### config.mk
export PLATFORM = sky130hd
export DESIGN_NAME = js_object_extent_scanner
export DESIGN_NICKNAME = d
export VERILOG_FILES = /design/src/design/jsoes_pkg.sv /design/src/design/jsoes_cell.sv /design/src/design/jsoes_stack.sv /design/src/design/jsoes_rsp_buf.sv /design/src/design/js_object_extent_scanner.sv
export SDC_FILE = /design/constraint.sdc
export NUM_CORES = 1
export LEC_CHECK = 0
export ABC_CLOCK_PERIOD_IN_PS = 47300
export BUFFER_PORTS_ARGS = -buffer_cell sky130_fd_sc_hd__buf_2
export CELL_PAD_IN_SITES_DETAIL_PLACEMENT = 0
export CELL_PAD_IN_SITES_GLOBAL_PLACEMENT = 2
export CORE_MARGIN = 2
export CORE_UTILIZATION = 48
export CTS_CLUSTER_DIAMETER = 120
export DETAILED_ROUTE_END_ITERATION = 8
export PLACE_DENSITY_LB_ADDON = 0.1
export SYNTH_ARGS = -nofsm -noshare
export SYNTH_HDL_FRONTEND = slang
export SYNTH_SLANG_ARGS = --single-unit
### constraint.sdc
create_clock -name clock -period 47.3 [get_ports clock]
set_input_delay 9.46 -clock clock [delete_from_list [all_inputs] [get_ports clock]]
set_output_delay 9.46 -clock clock [all_outputs]
set_load 0.1 [all_outputs]
### src/design/jsoes_pkg.sv
// Package for the JS object extent scanner: sizes, context and status codes,
// character constants and byte classification functions. No dependencies.
package jsoes_pkg;

   localparam int STACK_DEPTH = 64;
   localparam int LENGTH_BITS = 20;
   localparam int DEPTH_W     = $clog2(STACK_DEPTH + 1);

   typedef enum logic [2:0] {
      CTX_BRACE   = 3'd0,
      CTX_BRACKET = 3'd1,
      CTX_DQUOTE  = 3'd2,
      CTX_SQUOTE  = 3'd3,
      CTX_SLASH   = 3'd4
   } ctx_type;

   typedef enum logic [2:0] {
      ST_SCANNING     = 3'd0,
      ST_COMPLETE     = 3'd1,
      ST_INVALID      = 3'd2,
      ST_IDLE         = 3'd3,
      ST_OVERFLOW     = 3'd4,
      ST_UNTERMINATED = 3'd5
   } status_type;

   typedef struct packed {
      logic push;
      logic pop;
   } stk_ctrl_type;

   typedef struct packed {
      status_type             status;
      logic [LENGTH_BITS-1:0] length;
   } rsp_item_type;

   localparam logic [7:0] CH_LBRACE    = 8'h7B;
   localparam logic [7:0] CH_RBRACE    = 8'h7D;
   localparam logic [7:0] CH_LBRACKET  = 8'h5B;
   localparam logic [7:0] CH_RBRACKET  = 8'h5D;
   localparam logic [7:0] CH_DQUOTE    = 8'h22;
   localparam logic [7:0] CH_SQUOTE    = 8'h27;
   localparam logic [7:0] CH_SLASH     = 8'h2F;
   localparam logic [7:0] CH_BACKSLASH = 8'h5C;
   localparam logic [7:0] CH_LPAREN    = 8'h28;
   localparam logic [7:0] CH_COMMA     = 8'h2C;
   localparam logic [7:0] CH_EQUAL     = 8'h3D;
   localparam logic [7:0] CH_COLON     = 8'h3A;
   localparam logic [7:0] CH_BANG      = 8'h21;
   localparam logic [7:0] CH_AMP       = 8'h26;
   localparam logic [7:0] CH_PIPE      = 8'h7C;
   localparam logic [7:0] CH_QUESTION  = 8'h3F;
   localparam logic [7:0] CH_SEMI      = 8'h3B;
   localparam logic [7:0] CH_SPACE     = 8'h20;
   localparam logic [7:0] CH_NEWLINE   = 8'h0A;

   function automatic logic [7:0] closer_of(input ctx_type ctx);
      logic [7:0] c;
      case (ctx)
         CTX_BRACE:   c = CH_RBRACE;
         CTX_BRACKET: c = CH_RBRACKET;
         CTX_DQUOTE:  c = CH_DQUOTE;
         CTX_SQUOTE:  c = CH_SQUOTE;
         CTX_SLASH:   c = CH_SLASH;
         default:     c = CH_RBRACE;
      endcase
      return c;
   endfunction

   function automatic logic is_opener(input logic [7:0] c);
      return c inside {CH_LBRACE, CH_LBRACKET, CH_DQUOTE, CH_SQUOTE, CH_SLASH};
   endfunction

   function automatic ctx_type opener_ctx(input logic [7:0] c);
      ctx_type ctx;
      case (c)
         CH_LBRACKET: ctx = CTX_BRACKET;
         CH_DQUOTE:   ctx = CTX_DQUOTE;
         CH_SQUOTE:   ctx = CTX_SQUOTE;
         CH_SLASH:    ctx = CTX_SLASH;
         default:     ctx = CTX_BRACE;
      endcase
      return ctx;
   endfunction

   function automatic logic regex_may_follow(input logic [7:0] c);
      return c inside {CH_LPAREN, CH_COMMA, CH_EQUAL, CH_COLON, CH_LBRACKET, CH_BANG,
                       CH_AMP, CH_PIPE, CH_QUESTION, CH_LBRACE, CH_RBRACE, CH_SEMI};
   endfunction

endpackage

### src/design/jsoes_cell.sv
// One entry of the context stack; shifts toward the bottom on push and
// toward the top on pop. Depends on jsoes_pkg.
module jsoes_cell
   import jsoes_pkg::*;
(
   input  logic         clock,
   input  stk_ctrl_type ctrl,
   input  ctx_type      up_ctx,
   input  ctx_type      down_ctx,
   output ctx_type      ctx
);

   ctx_type ctx_ff;

   always_ff @(posedge clock) begin
      if (ctrl.push) begin
         ctx_ff <= up_ctx;
      end else if (ctrl.pop) begin
         ctx_ff <= down_ctx;
      end
   end

   assign ctx = ctx_ff;

endmodule

### src/design/jsoes_stack.sv
// Context stack built as a chain of jsoes_cell; the top of stack always
// sits in cell 0. Depends on jsoes_pkg and jsoes_cell.
module jsoes_stack
   import jsoes_pkg::*;
(
   input  logic         clock,
   input  stk_ctrl_type ctrl,
   input  ctx_type      push_ctx,
   output ctx_type      top_ctx
);

   ctx_type chain [STACK_DEPTH];

   for (genvar i = 0; i < STACK_DEPTH; i++) begin : g_cell
      ctx_type up_ctx;
      ctx_type down_ctx;

      if (i == 0) begin : g_first
         assign up_ctx = push_ctx;
      end else begin : g_mid
         assign up_ctx = chain[i-1];
      end

      // bottom cell keeps its value on pop; that slot is dead anyway
      if (i == STACK_DEPTH - 1) begin : g_last
         assign down_ctx = chain[i];
      end else begin : g_rest
         assign down_ctx = chain[i+1];
      end

      jsoes_cell u_cell (
         .clock    (clock),
         .ctrl     (ctrl),
         .up_ctx   (up_ctx),
         .down_ctx (down_ctx),
         .ctx      (chain[i])
      );
   end

   assign top_ctx = chain[0];

endmodule

### src/design/jsoes_rsp_buf.sv
// Two-entry output buffer (head plus skid register) for result beats.
// Depends on jsoes_pkg.
module jsoes_rsp_buf
   import jsoes_pkg::*;
(
   input  logic         clock,
   input  logic         reset,
   input  logic         in_valid,
   output logic         in_ready,
   input  rsp_item_type in_item,
   output logic         out_valid,
   input  logic         out_ready,
   output rsp_item_type out_item
);

   logic         head_v_ff, head_v_in;
   logic         skid_v_ff, skid_v_in;
   rsp_item_type head_ff, head_in;
   rsp_item_type skid_ff, skid_in;
   logic         pop;
   logic         push;

   assign pop  = head_v_ff && out_ready;
   assign push = in_valid && !skid_v_ff;

   always_comb begin
      head_v_in = head_v_ff;
      skid_v_in = skid_v_ff;
      head_in   = head_ff;
      skid_in   = skid_ff;
      if (!head_v_ff) begin
         if (push) begin
            head_in   = in_item;
            head_v_in = 1'b1;
         end
      end else if (!skid_v_ff) begin
         if (pop && push) begin
            head_in = in_item;
         end else if (pop) begin
            head_v_in = 1'b0;
         end else if (push) begin
            skid_in   = in_item;
            skid_v_in = 1'b1;
         end
      end else if (pop) begin
         head_in   = skid_ff;
         skid_v_in = 1'b0;
      end
   end

   always_ff @(posedge clock) begin
      if (reset) begin
         head_v_ff <= 1'b0;
         skid_v_ff <= 1'b0;
      end else begin
         head_v_ff <= head_v_in;
         skid_v_ff <= skid_v_in;
      end
      head_ff <= head_in;
      skid_ff <= skid_in;
   end

   assign in_ready  = !skid_v_ff;
   assign out_valid = head_v_ff;
   assign out_item  = head_ff;

endmodule

### src/design/js_object_extent_scanner.sv
// Output: the result beat for an accepted byte is registered in the output buffer.
// Throughput: one byte per cycle while req_ready is high; the top-of-stack compare
// and push or pop of the 64-cell shift chain both finish in the cycle it is taken.
// Reset: synchronous, active high; clears scan control and the output buffer,
// stack cell contents are not cleared and need no clearing pass.
module js_object_extent_scanner
   import jsoes_pkg::*;
(
   input  logic                   clock,
   input  logic                   reset,
   input  logic                   req_valid,
   output logic                   req_ready,
   input  logic [7:0]             req_text_byte,
   input  logic                   req_first_byte,
   input  logic                   req_end_of_text,
   output logic                   rsp_valid,
   input  logic                   rsp_ready,
   output logic [2:0]             rsp_scan_status,
   output logic [LENGTH_BITS-1:0] rsp_object_length
);

   localparam logic [LENGTH_BITS-1:0] LEN_MAX = '1;

   logic               active_ff, active_in;
   logic               skip_ff, skip_in;
   logic [DEPTH_W-1:0] depth_ff, depth_in;
   logic [7:0]         last_ff, last_in;
   logic [7:0]         prev_ff, prev_in;
   logic [LENGTH_BITS-1:0] count_ff, count_in;

   logic         accept;
   stk_ctrl_type stk_op;
   stk_ctrl_type stk_ctrl;
   ctx_type      push_ctx;
   ctx_type      top_ctx;
   rsp_item_type item;
   rsp_item_type out_item;
   logic         is_quote_ctx;
   logic         take_open;

   assign accept       = req_valid && req_ready;
   assign is_quote_ctx = top_ctx inside {CTX_DQUOTE, CTX_SQUOTE, CTX_SLASH};

   always_comb begin
      active_in   = active_ff;
      skip_in     = skip_ff;
      depth_in    = depth_ff;
      last_in     = last_ff;
      prev_in     = prev_ff;
      count_in    = count_ff;
      stk_op      = '0;
      push_ctx    = opener_ctx(req_text_byte);
      item.status = ST_SCANNING;
      item.length = '0;
      take_open   = 1'b0;

      if (req_first_byte) begin
         if (!(req_text_byte == CH_LBRACE || req_text_byte == CH_LBRACKET)) begin
            active_in   = 1'b0;
            depth_in    = '0;
            skip_in     = 1'b0;
            item.status = ST_INVALID;
         end else begin
            stk_op.push = 1'b1;
            depth_in    = DEPTH_W'(1);
            count_in    = LENGTH_BITS'(1);
            prev_in     = req_text_byte;
            last_in     = req_text_byte;
            skip_in     = 1'b0;
            active_in   = 1'b1;
         end
      end else if (!active_ff) begin
         item.status = ST_IDLE;
      end else begin
         if (count_ff != LEN_MAX) begin
            count_in = count_ff + LENGTH_BITS'(1);
         end
         if (skip_ff) begin
            skip_in = 1'b0;
         end else begin
            if (prev_ff != CH_SPACE && prev_ff != CH_NEWLINE) begin
               last_in = prev_ff;
            end
            prev_in = req_text_byte;
            if (req_text_byte == closer_of(top_ctx)) begin
               stk_op.pop = 1'b1;
               depth_in   = depth_ff - DEPTH_W'(1);
               if (depth_ff == DEPTH_W'(1)) begin
                  active_in   = 1'b0;
                  item.status = ST_COMPLETE;
               end
            end else if (is_quote_ctx) begin
               if (req_text_byte == CH_BACKSLASH) begin
                  skip_in = 1'b1;
               end
            end else begin
               // a slash only opens a regex after certain punctuation
               take_open = is_opener(req_text_byte) &&
                  !(req_text_byte == CH_SLASH && !regex_may_follow(last_in));
               if (take_open) begin
                  if (depth_ff == DEPTH_W'(STACK_DEPTH)) begin
                     active_in   = 1'b0;
                     item.status = ST_OVERFLOW;
                  end else begin
                     stk_op.push = 1'b1;
                     depth_in    = depth_ff + DEPTH_W'(1);
                  end
               end
            end
         end
      end

      if (item.status != ST_INVALID && item.status != ST_IDLE) begin
         item.length = count_in;
         if (active_in && req_end_of_text) begin
            active_in   = 1'b0;
            item.status = ST_UNTERMINATED;
         end
      end
   end

   always_ff @(posedge clock) begin
      if (reset) begin
         active_ff <= 1'b0;
         skip_ff   <= 1'b0;
         depth_ff  <= '0;
         last_ff   <= '0;
         prev_ff   <= '0;
         count_ff  <= '0;
      end else if (accept) begin
         active_ff <= active_in;
         skip_ff   <= skip_in;
         depth_ff  <= depth_in;
         last_ff   <= last_in;
         prev_ff   <= prev_in;
         count_ff  <= count_in;
      end
   end

   assign stk_ctrl.push = stk_op.push && accept;
   assign stk_ctrl.pop  = stk_op.pop && accept;

   jsoes_stack u_stack (
      .clock    (clock),
      .ctrl     (stk_ctrl),
      .push_ctx (push_ctx),
      .top_ctx  (top_ctx)
   );

   jsoes_rsp_buf u_rsp_buf (
      .clock     (clock),
      .reset     (reset),
      .in_valid  (req_valid),
      .in_ready  (req_ready),
      .in_item   (item),
      .out_valid (rsp_valid),
      .out_ready (rsp_ready),
      .out_item  (out_item)
   );

   assign rsp_scan_status   = out_item.status;
   assign rsp_object_length = out_item.length;

endmodule

==> reports/metrics.csv, run 1 <==
metric,value,unit
run status,completed,
"Setup violations, final",0,
worst-margin pin slew,1.128,ns
PnR worst setup slack,35.01,ns
Area contributors post-synth,"edfxtp_1, mux2_1, dfxtp_1",
Mapped Cells,1015,
critical path's top delay family,buffers and inverters,
final wirelength,24100,um
worst setup path start,req_text_byte[7],
Max clock buf depth,3,
# rows,60,
worst clock skew,0.01290,ns
Worst setup endpoint,u_stack.g_cell[50].u_cell.ctx[1],
IO Pins,39,
stages on the worst setup path,9,
sequential area share after synthesis,60.94,%
Crit path buffers/inverters,3,
cell area power density,35.51,nW/um^2
CP startpoint kind,primary input,
CTS Buf Count,31,
vias in the first global route,7701,
"EDFF count, synth",238,
number of remaining DRC errors,0,
Unique masters post-synth,66,
Yosys reg bits,285,
Post-Place Worst Slack,34.34,ns
Die ar.,29000,sq um
setup TNS,0,ns
root buf cell,clkbuf_16,
post-synth top area share,53.85,%
DR vias,7858,
Critical Path End Type,flop,
fin. max-slew vios,0,
port bufs,38,
Arrival @ worst endpoint,12.46,ns
antenna violations before repair,0,
reg2reg setup slack,42.50,ns
syn_nets,1033,
Synth Area per Inst,13.08,sq um
crit-path max FO,193,
Post-CTS Resized,0,
RePlAce Congestion,0.7613,
Slew Limit Headroom,24.77,%
r2r endpoint,u_stack.g_cell[50].u_cell.ctx[1],
f_max,81.40,MHz
DR WL/cell,17.20,um
clk slew on worst S/H paths,0.06,ns
setup bufs post-CTS,0,
"critical path, cell by cell",buf_2 > nand4b_1 > mux2i_1 > a22oi_1 > nor3b_1 > a32oi_4 > buf_12 > o21ai_4 > buf_12,
VDD IR max,0.00002453,V
"slowest stage delay, CP",0.69,ns
Ys Warns,0,
final worst path period share,25.97,%
drt pass-1 iters,4,
largest net degree at the start of global routing,194,
cts hold-fix bufs,0,
fraction of layout instances using a drive strength above 1,12.83,%
global-route wire length before repair,39990,um
Critical Path RT,47.47,ns
Mapped Area,13270,sq um
Final min period,12.29,ns
worst skew pair latency,0.55,ns
Pwr Total,0.0005170,W
via/cell ratio,5.609,
Starting Density,49.11,%
Detail Route Antenna Nets,0,
cell repeated most along the worst path,buf_12,
Die Y-Extent,170.3,um
diode count,0,
Worst path slowest cell,nor3b_1,
TritonCTS clock tree,built,
R2R Path Start,prev_ff[5],
Hold Path Class,reg -> reg,
Synth Flop Type,edfxtp_1,
H-Tree Depth,1,
NumNets Final,1057,
Sink Count,285,
R2R depth,10,
core area,27030,sq um
Yosys top cell by area,edfxtp_1,
leakage,4.861,nW
initial drt markers,591,
max-cap violation count,0,
GR Util All Layers,16.90,%
Synth top cells by count,"edfxtp_1, mux2_1, nand2_1",
Detailed Place HPWL,14490,um
critical path class,in -> reg,
Die X,170.3,um
fillers,2334,
RSZ-0062 raised after global routing,false,
"Hold Violations, Final",0,
Synth async-reset ratio,0,%
Area Growth Syn to Fin,9.691,%
top-count cell post-synth,edfxtp_1,
grt ovf,0,
Post-DP Area,13640,sq um
post-route design area,14560,sq um
## how the worst min path moves through the flow
stage | from | end | slack (ns) | cells after the start
after floorplan | u_stack.g_cell[62].u_cell.ctx[2] | u_stack.g_cell[63].u_cell.ctx[2] | 0.42 | 0
after global placement | u_stack.g_cell[62].u_cell.ctx[0] | u_stack.g_cell[63].u_cell.ctx[0] | 0.44 | 0
after detailed placement | u_stack.g_cell[62].u_cell.ctx[0] | u_stack.g_cell[63].u_cell.ctx[0] | 0.43 | 0
after CTS | u_stack.g_cell[62].u_cell.ctx[0] | u_stack.g_cell[63].u_cell.ctx[0] | 0.44 | 0
after global routing | u_stack.g_cell[62].u_cell.ctx[1] | u_stack.g_cell[63].u_cell.ctx[1] | 0.48 | 0
final | u_stack.g_cell[62].u_cell.ctx[0] | u_stack.g_cell[63].u_cell.ctx[0] | 0.45 | 0
## layer usage
metal | global-route usage, % | routed length [um] | vias to the layer above
met1 | 23.95 | 11510 | 3820
met3 | 2.744 | 903 | 36
met4 | 4.311 | 493 | 0
li1 | - | - | 3895
met2 | 27.24 | 11190 | 107
met5 | 0 | 0 | -
## where the power goes
| group | leakage, nW | internal [W] | switching [W] |
|---|---|---|---|
| combinational | 1.89 | 0.00000438 | 0.0000193 |
| sequential | 2.52 | 0.000272 | 0.00000163 |
| clock | 0.449 | 0.000125 | 0.0000955 |
| total | 4.86 | 0.000401 | 0.000116 |
## logic make-up after synthesis
logic type               after synthesis  synth area share (%)
AO/OA/AOI/OAI                        152                 7.259
AND/OR/NAND/NOR                      296                 10.77
multiplexers                         206                 17.38
flip-flops                           285                 60.94
adder cells (fa/ha/maj)                4                0.3771
buffers and inverters                 70                 3.148
XOR/XNOR                               2                0.1320
## per-stage QoR
| step | std cells | utilization, % | hold WS (ns) |
|---|---|---|---|
| floorplan | 1015 | - | 0.4204 |
| global placement | 1347 | 50.47 | 0.4377 |
| detailed placement | 1347 | 50.47 | 0.4302 |
| CTS | 1401 | 53.87 | 0.4421 |
| global route | 1401 | 53.87 | 0.4756 |
| finish | 1401 | 53.87 | 0.4474 |
## sequential cells by signal, summed over array words and instances, names as in the netlist, 7 cells and up
signal and flops:
count_ff 20, depth_ff 7, last_ff 8, prev_ff 8, u_rsp_buf.out_item 23, u_rsp_buf.skid_ff 23, u_stack.g_cell.u_cell.ctx 192
## cell type report
type                            instances  area (sq um)  share of cell area [%]
Sequential cell                       285          8088                   55.55
Multi-Input combinational cell        660          4790                   32.90
Tap cell                              341         426.7                   2.931
Clock inverter                         19         128.9                  0.8852
Inverter                               14         52.55                  0.3609
Timing Repair Buffer                   47         282.8                   1.942
Clock buffer                           35         790.8                   5.431
## cells in the final DEF (no fill, tap or decap), types with 8 or more instances in the layout
master,synthesis,routed
a21oi_1,55,55
a31oi_1,9,9
and3_1,9,9
buf_2,1,38
clkbuf_16,0,31
dfxtp_1,47,47
edfxtp_1,238,238
inv_1,14,14
mux2_1,164,164
mux2_2,32,32
mux2i_1,10,10
nand2_1,86,86
nand2b_1,8,8
nand3_1,28,28
nand4_1,12,12
nor2_1,81,81
nor3_1,22,22
o21ai_0,35,34
(Power assumes the default switching activity.)
==> run 2, diff against run 1 <==
--- a/config.mk
+++ b/config.mk
@@ -5,12 +5,12 @@
 export SDC_FILE = /design/constraint.sdc
 export NUM_CORES = 1
 export LEC_CHECK = 0
-export ABC_CLOCK_PERIOD_IN_PS = 47300
+export ABC_CLOCK_PERIOD_IN_PS = 10500
 export BUFFER_PORTS_ARGS = -buffer_cell sky130_fd_sc_hd__buf_2
 export CELL_PAD_IN_SITES_DETAIL_PLACEMENT = 0
 export CELL_PAD_IN_SITES_GLOBAL_PLACEMENT = 2
 export CORE_MARGIN = 2
-export CORE_UTILIZATION = 48
+export CORE_UTILIZATION = 40
 export CTS_CLUSTER_DIAMETER = 120
 export DETAILED_ROUTE_END_ITERATION = 8
 export PLACE_DENSITY_LB_ADDON = 0.1
==> constraint.sdc (replaced) <==
create_clock -name clock -period 10.5 [get_ports clock]
set_input_delay 2.1 -clock clock [delete_from_list [all_inputs] [get_ports clock]]
set_output_delay 2.1 -clock clock [all_outputs]
set_load 0.1 [all_outputs]
==> run 2 against run 1 <==
- utilization down 8.2 points
- largest power group unchanged
- critical endpoint is now u_stack.g_cell[52].u_cell.ctx[0]
- cell count increased by 7.7%
- first-iteration DRC count down 13%
- die area is 20% higher
- non-clock buffer count unchanged
- total power increased to 4.8 times the previous value
- worst setup slack worse by 29 ns
==> reports/metrics.csv, run 2 (synthesis results as in run 1) <==
metric,value,unit,change
run status,completed,,
via/cell ratio,5.178,,-7.7%
clk slew on worst S/H paths,0.06,ns,about the same
core area,32620,sq um,+21%
R2R depth,9,,-1
NumNets Final,1060,,+0.28%
setup bufs post-CTS,0,,unchanged
diode count,0,,unchanged
"commonest non-fill, non-tap cell in the layout",edfxtp_1,,
PnR worst setup slack,5.677,ns,-29.34 ns
Post-CTS Resized,0,,unchanged
H-Tree Depth,2,,+1
Max clock buf depth,3,,unchanged
Arrival @ worst endpoint,4.94,ns,-7.52 ns
max-cap violation count,0,,unchanged
Clk network pwr share,46.6,%,+4.0 points
Net Sw Frac,22.11,%,-0.40 points
root buf cell,clkbuf_16,,
Cell Int Power,0.001952,W,+390%
drt pass-1 iters,4,,unchanged
vias in the first global route,7854,,+2.0%
final wirelength,25550,um,+6.0%
DR vias,7813,,-0.57%
setup TNS,0,ns,unchanged
sw power,0.0005542,W,+380%
Post-Place Worst Slack,5.135,ns,-29.21 ns
Die X,186.2,um,+9.3%
"commonest non-fill, non-tap cells in the layout","edfxtp_1, mux2_1, nand2_1",,
largest net degree at the start of global routing,193,,-0.52%
critical path class,in -> reg,,
Slew Limit Headroom,23.12,%,-1.6 points
Final min period,4.823,ns,
port bufs,38,,unchanged
fin. max-slew vios,0,,unchanged
multi-input logic area,4793,sq um,about the same
grt ovf,0,,unchanged
CP startpoint kind,primary input,,
sequential power share,49.1,%,-3.8 points
register area,8088,sq um,unchanged
f_max,207.4,MHz,
VDD IR max,0.0001269,V,+420%
Area Growth Syn to Fin,12.16,%,
"Setup violations, final",0,,unchanged
RePlAce Congestion,0.7518,,-1.2%
antenna violations before repair,0,,unchanged
Critical Path End Type,flop,,
Starting Density,40.69,%,-8.4 points
number of remaining DRC errors,0,,unchanged
IO Pins,39,,unchanged
GR Util All Layers,15.02,%,-1.9 points
max reg flops,192,,unchanged
Die Y-Extent,186.2,um,+9.3%
worst-margin pin slew,1.153,ns,+0.02470 ns
fillers,2937,,+26%
worst clock skew,0.01728,ns,+0.004382 ns
Sink Count,285,,unchanged
cell area power density,168.3,nW/um^2,+370%
initial drt markers,516,,-13%
crit-path max FO,189,,-2.1%
CTS Buf Count,34,,+9.7%
hold path depth,0,,unchanged
Hold Path Class,reg -> reg,,
Detail Route Antenna Nets,0,,unchanged
cts hold-fix bufs,0,,unchanged
Detailed Place HPWL,15200,um,+4.9%
Critical Path RT,10.61,ns,-36.86 ns
fraction of layout instances using a drive strength above 1,13.40,%,+0.57 points
RSZ-0062 raised after global routing,false,,
leakage,4.957,nW,+2.0%
Comb power frac,4.3,%,-0.3 points
global-route wire length before repair,41740,um,+4.4%
# rows,66,,+10%
fin util,45.64,%,-8.2 points
TritonCTS clock tree,built,,
worst skew pair latency,0.51,ns,-0.04 ns
"Hold Violations, Final",0,,unchanged
DR WL/cell,16.93,um,-1.6%
Die ar.,34660,sq um,+20%
final worst path period share,45.93,%,
run 2: critical path, stage by stage:
cell and delay (ns):
buf_2 0.13, nand4b_1 0.31, mux2i_1 0.20, a22oi_1 0.10
nor3b_1 0.77, a32oi_4 0.28, o21ai_4 0.13, buf_12 0.68
run 2: cell type report:
| class | count | share of cell area [%] |
|---|---|---|
| repair buffers | 47 | 1.899 |
| clock buffers | 45 | 6.337 |
| multi-input cells | 660 | 32.20 |
| well taps | 442 | 3.715 |
| clock inverters | 16 | 1.168 |
| inverters | 14 | 0.3530 |
| flip-flops and latches | 285 | 54.33 |
run 2: path summary, 6_finish.rpt:
path	start	endpoint	slack [ns]
min reg2reg	u_stack.g_cell[62].u_cell.ctx[2]	u_stack.g_cell[63].u_cell.ctx[2]	0.44
max	req_text_byte[7]	u_stack.g_cell[52].u_cell.ctx[0]	5.68
max reg2reg	prev_ff[5]	u_stack.g_cell[9].u_cell.ctx[2]	5.85
min	u_stack.g_cell[62].u_cell.ctx[2]	u_stack.g_cell[63].u_cell.ctx[2]	0.44
run 2: power by group through the flow:
stage               Clock (W)  Combinational [W]  Sequential (W)
floorplan                   0          0.0000381         0.00130
global placement            0           0.000108         0.00126
detailed placement          0           0.000108         0.00126
CTS                   0.00121           0.000108         0.00123
global route          0.00125           0.000114         0.00123
finish                0.00117           0.000107         0.00123
run 2: per-stage QoR:
stage          hold WS [ns]  power, W  area, sq um  std cells
6_report             0.4417  0.002506        14890       1509
5_1_grt              0.4624  0.002594        14890       1509
4_1_cts              0.4458  0.002546        14890       1509
3_5_place_dp         0.4350  0.001363        13770       1448
3_3_place_gp         0.4266  0.001363        13770       1448
2_1_floorplan        0.4204  0.001337        13280       1015
run 2: layer usage:
layer  track usage [%]  vias to the layer above  share of wire, %
li1                  -                     3913                 -
met1             21.04                     3761                49
met3             2.609                       39               3.2
met2             24.21                      100                46
met5                 0                        -                 0
met4             3.969                        0               1.9
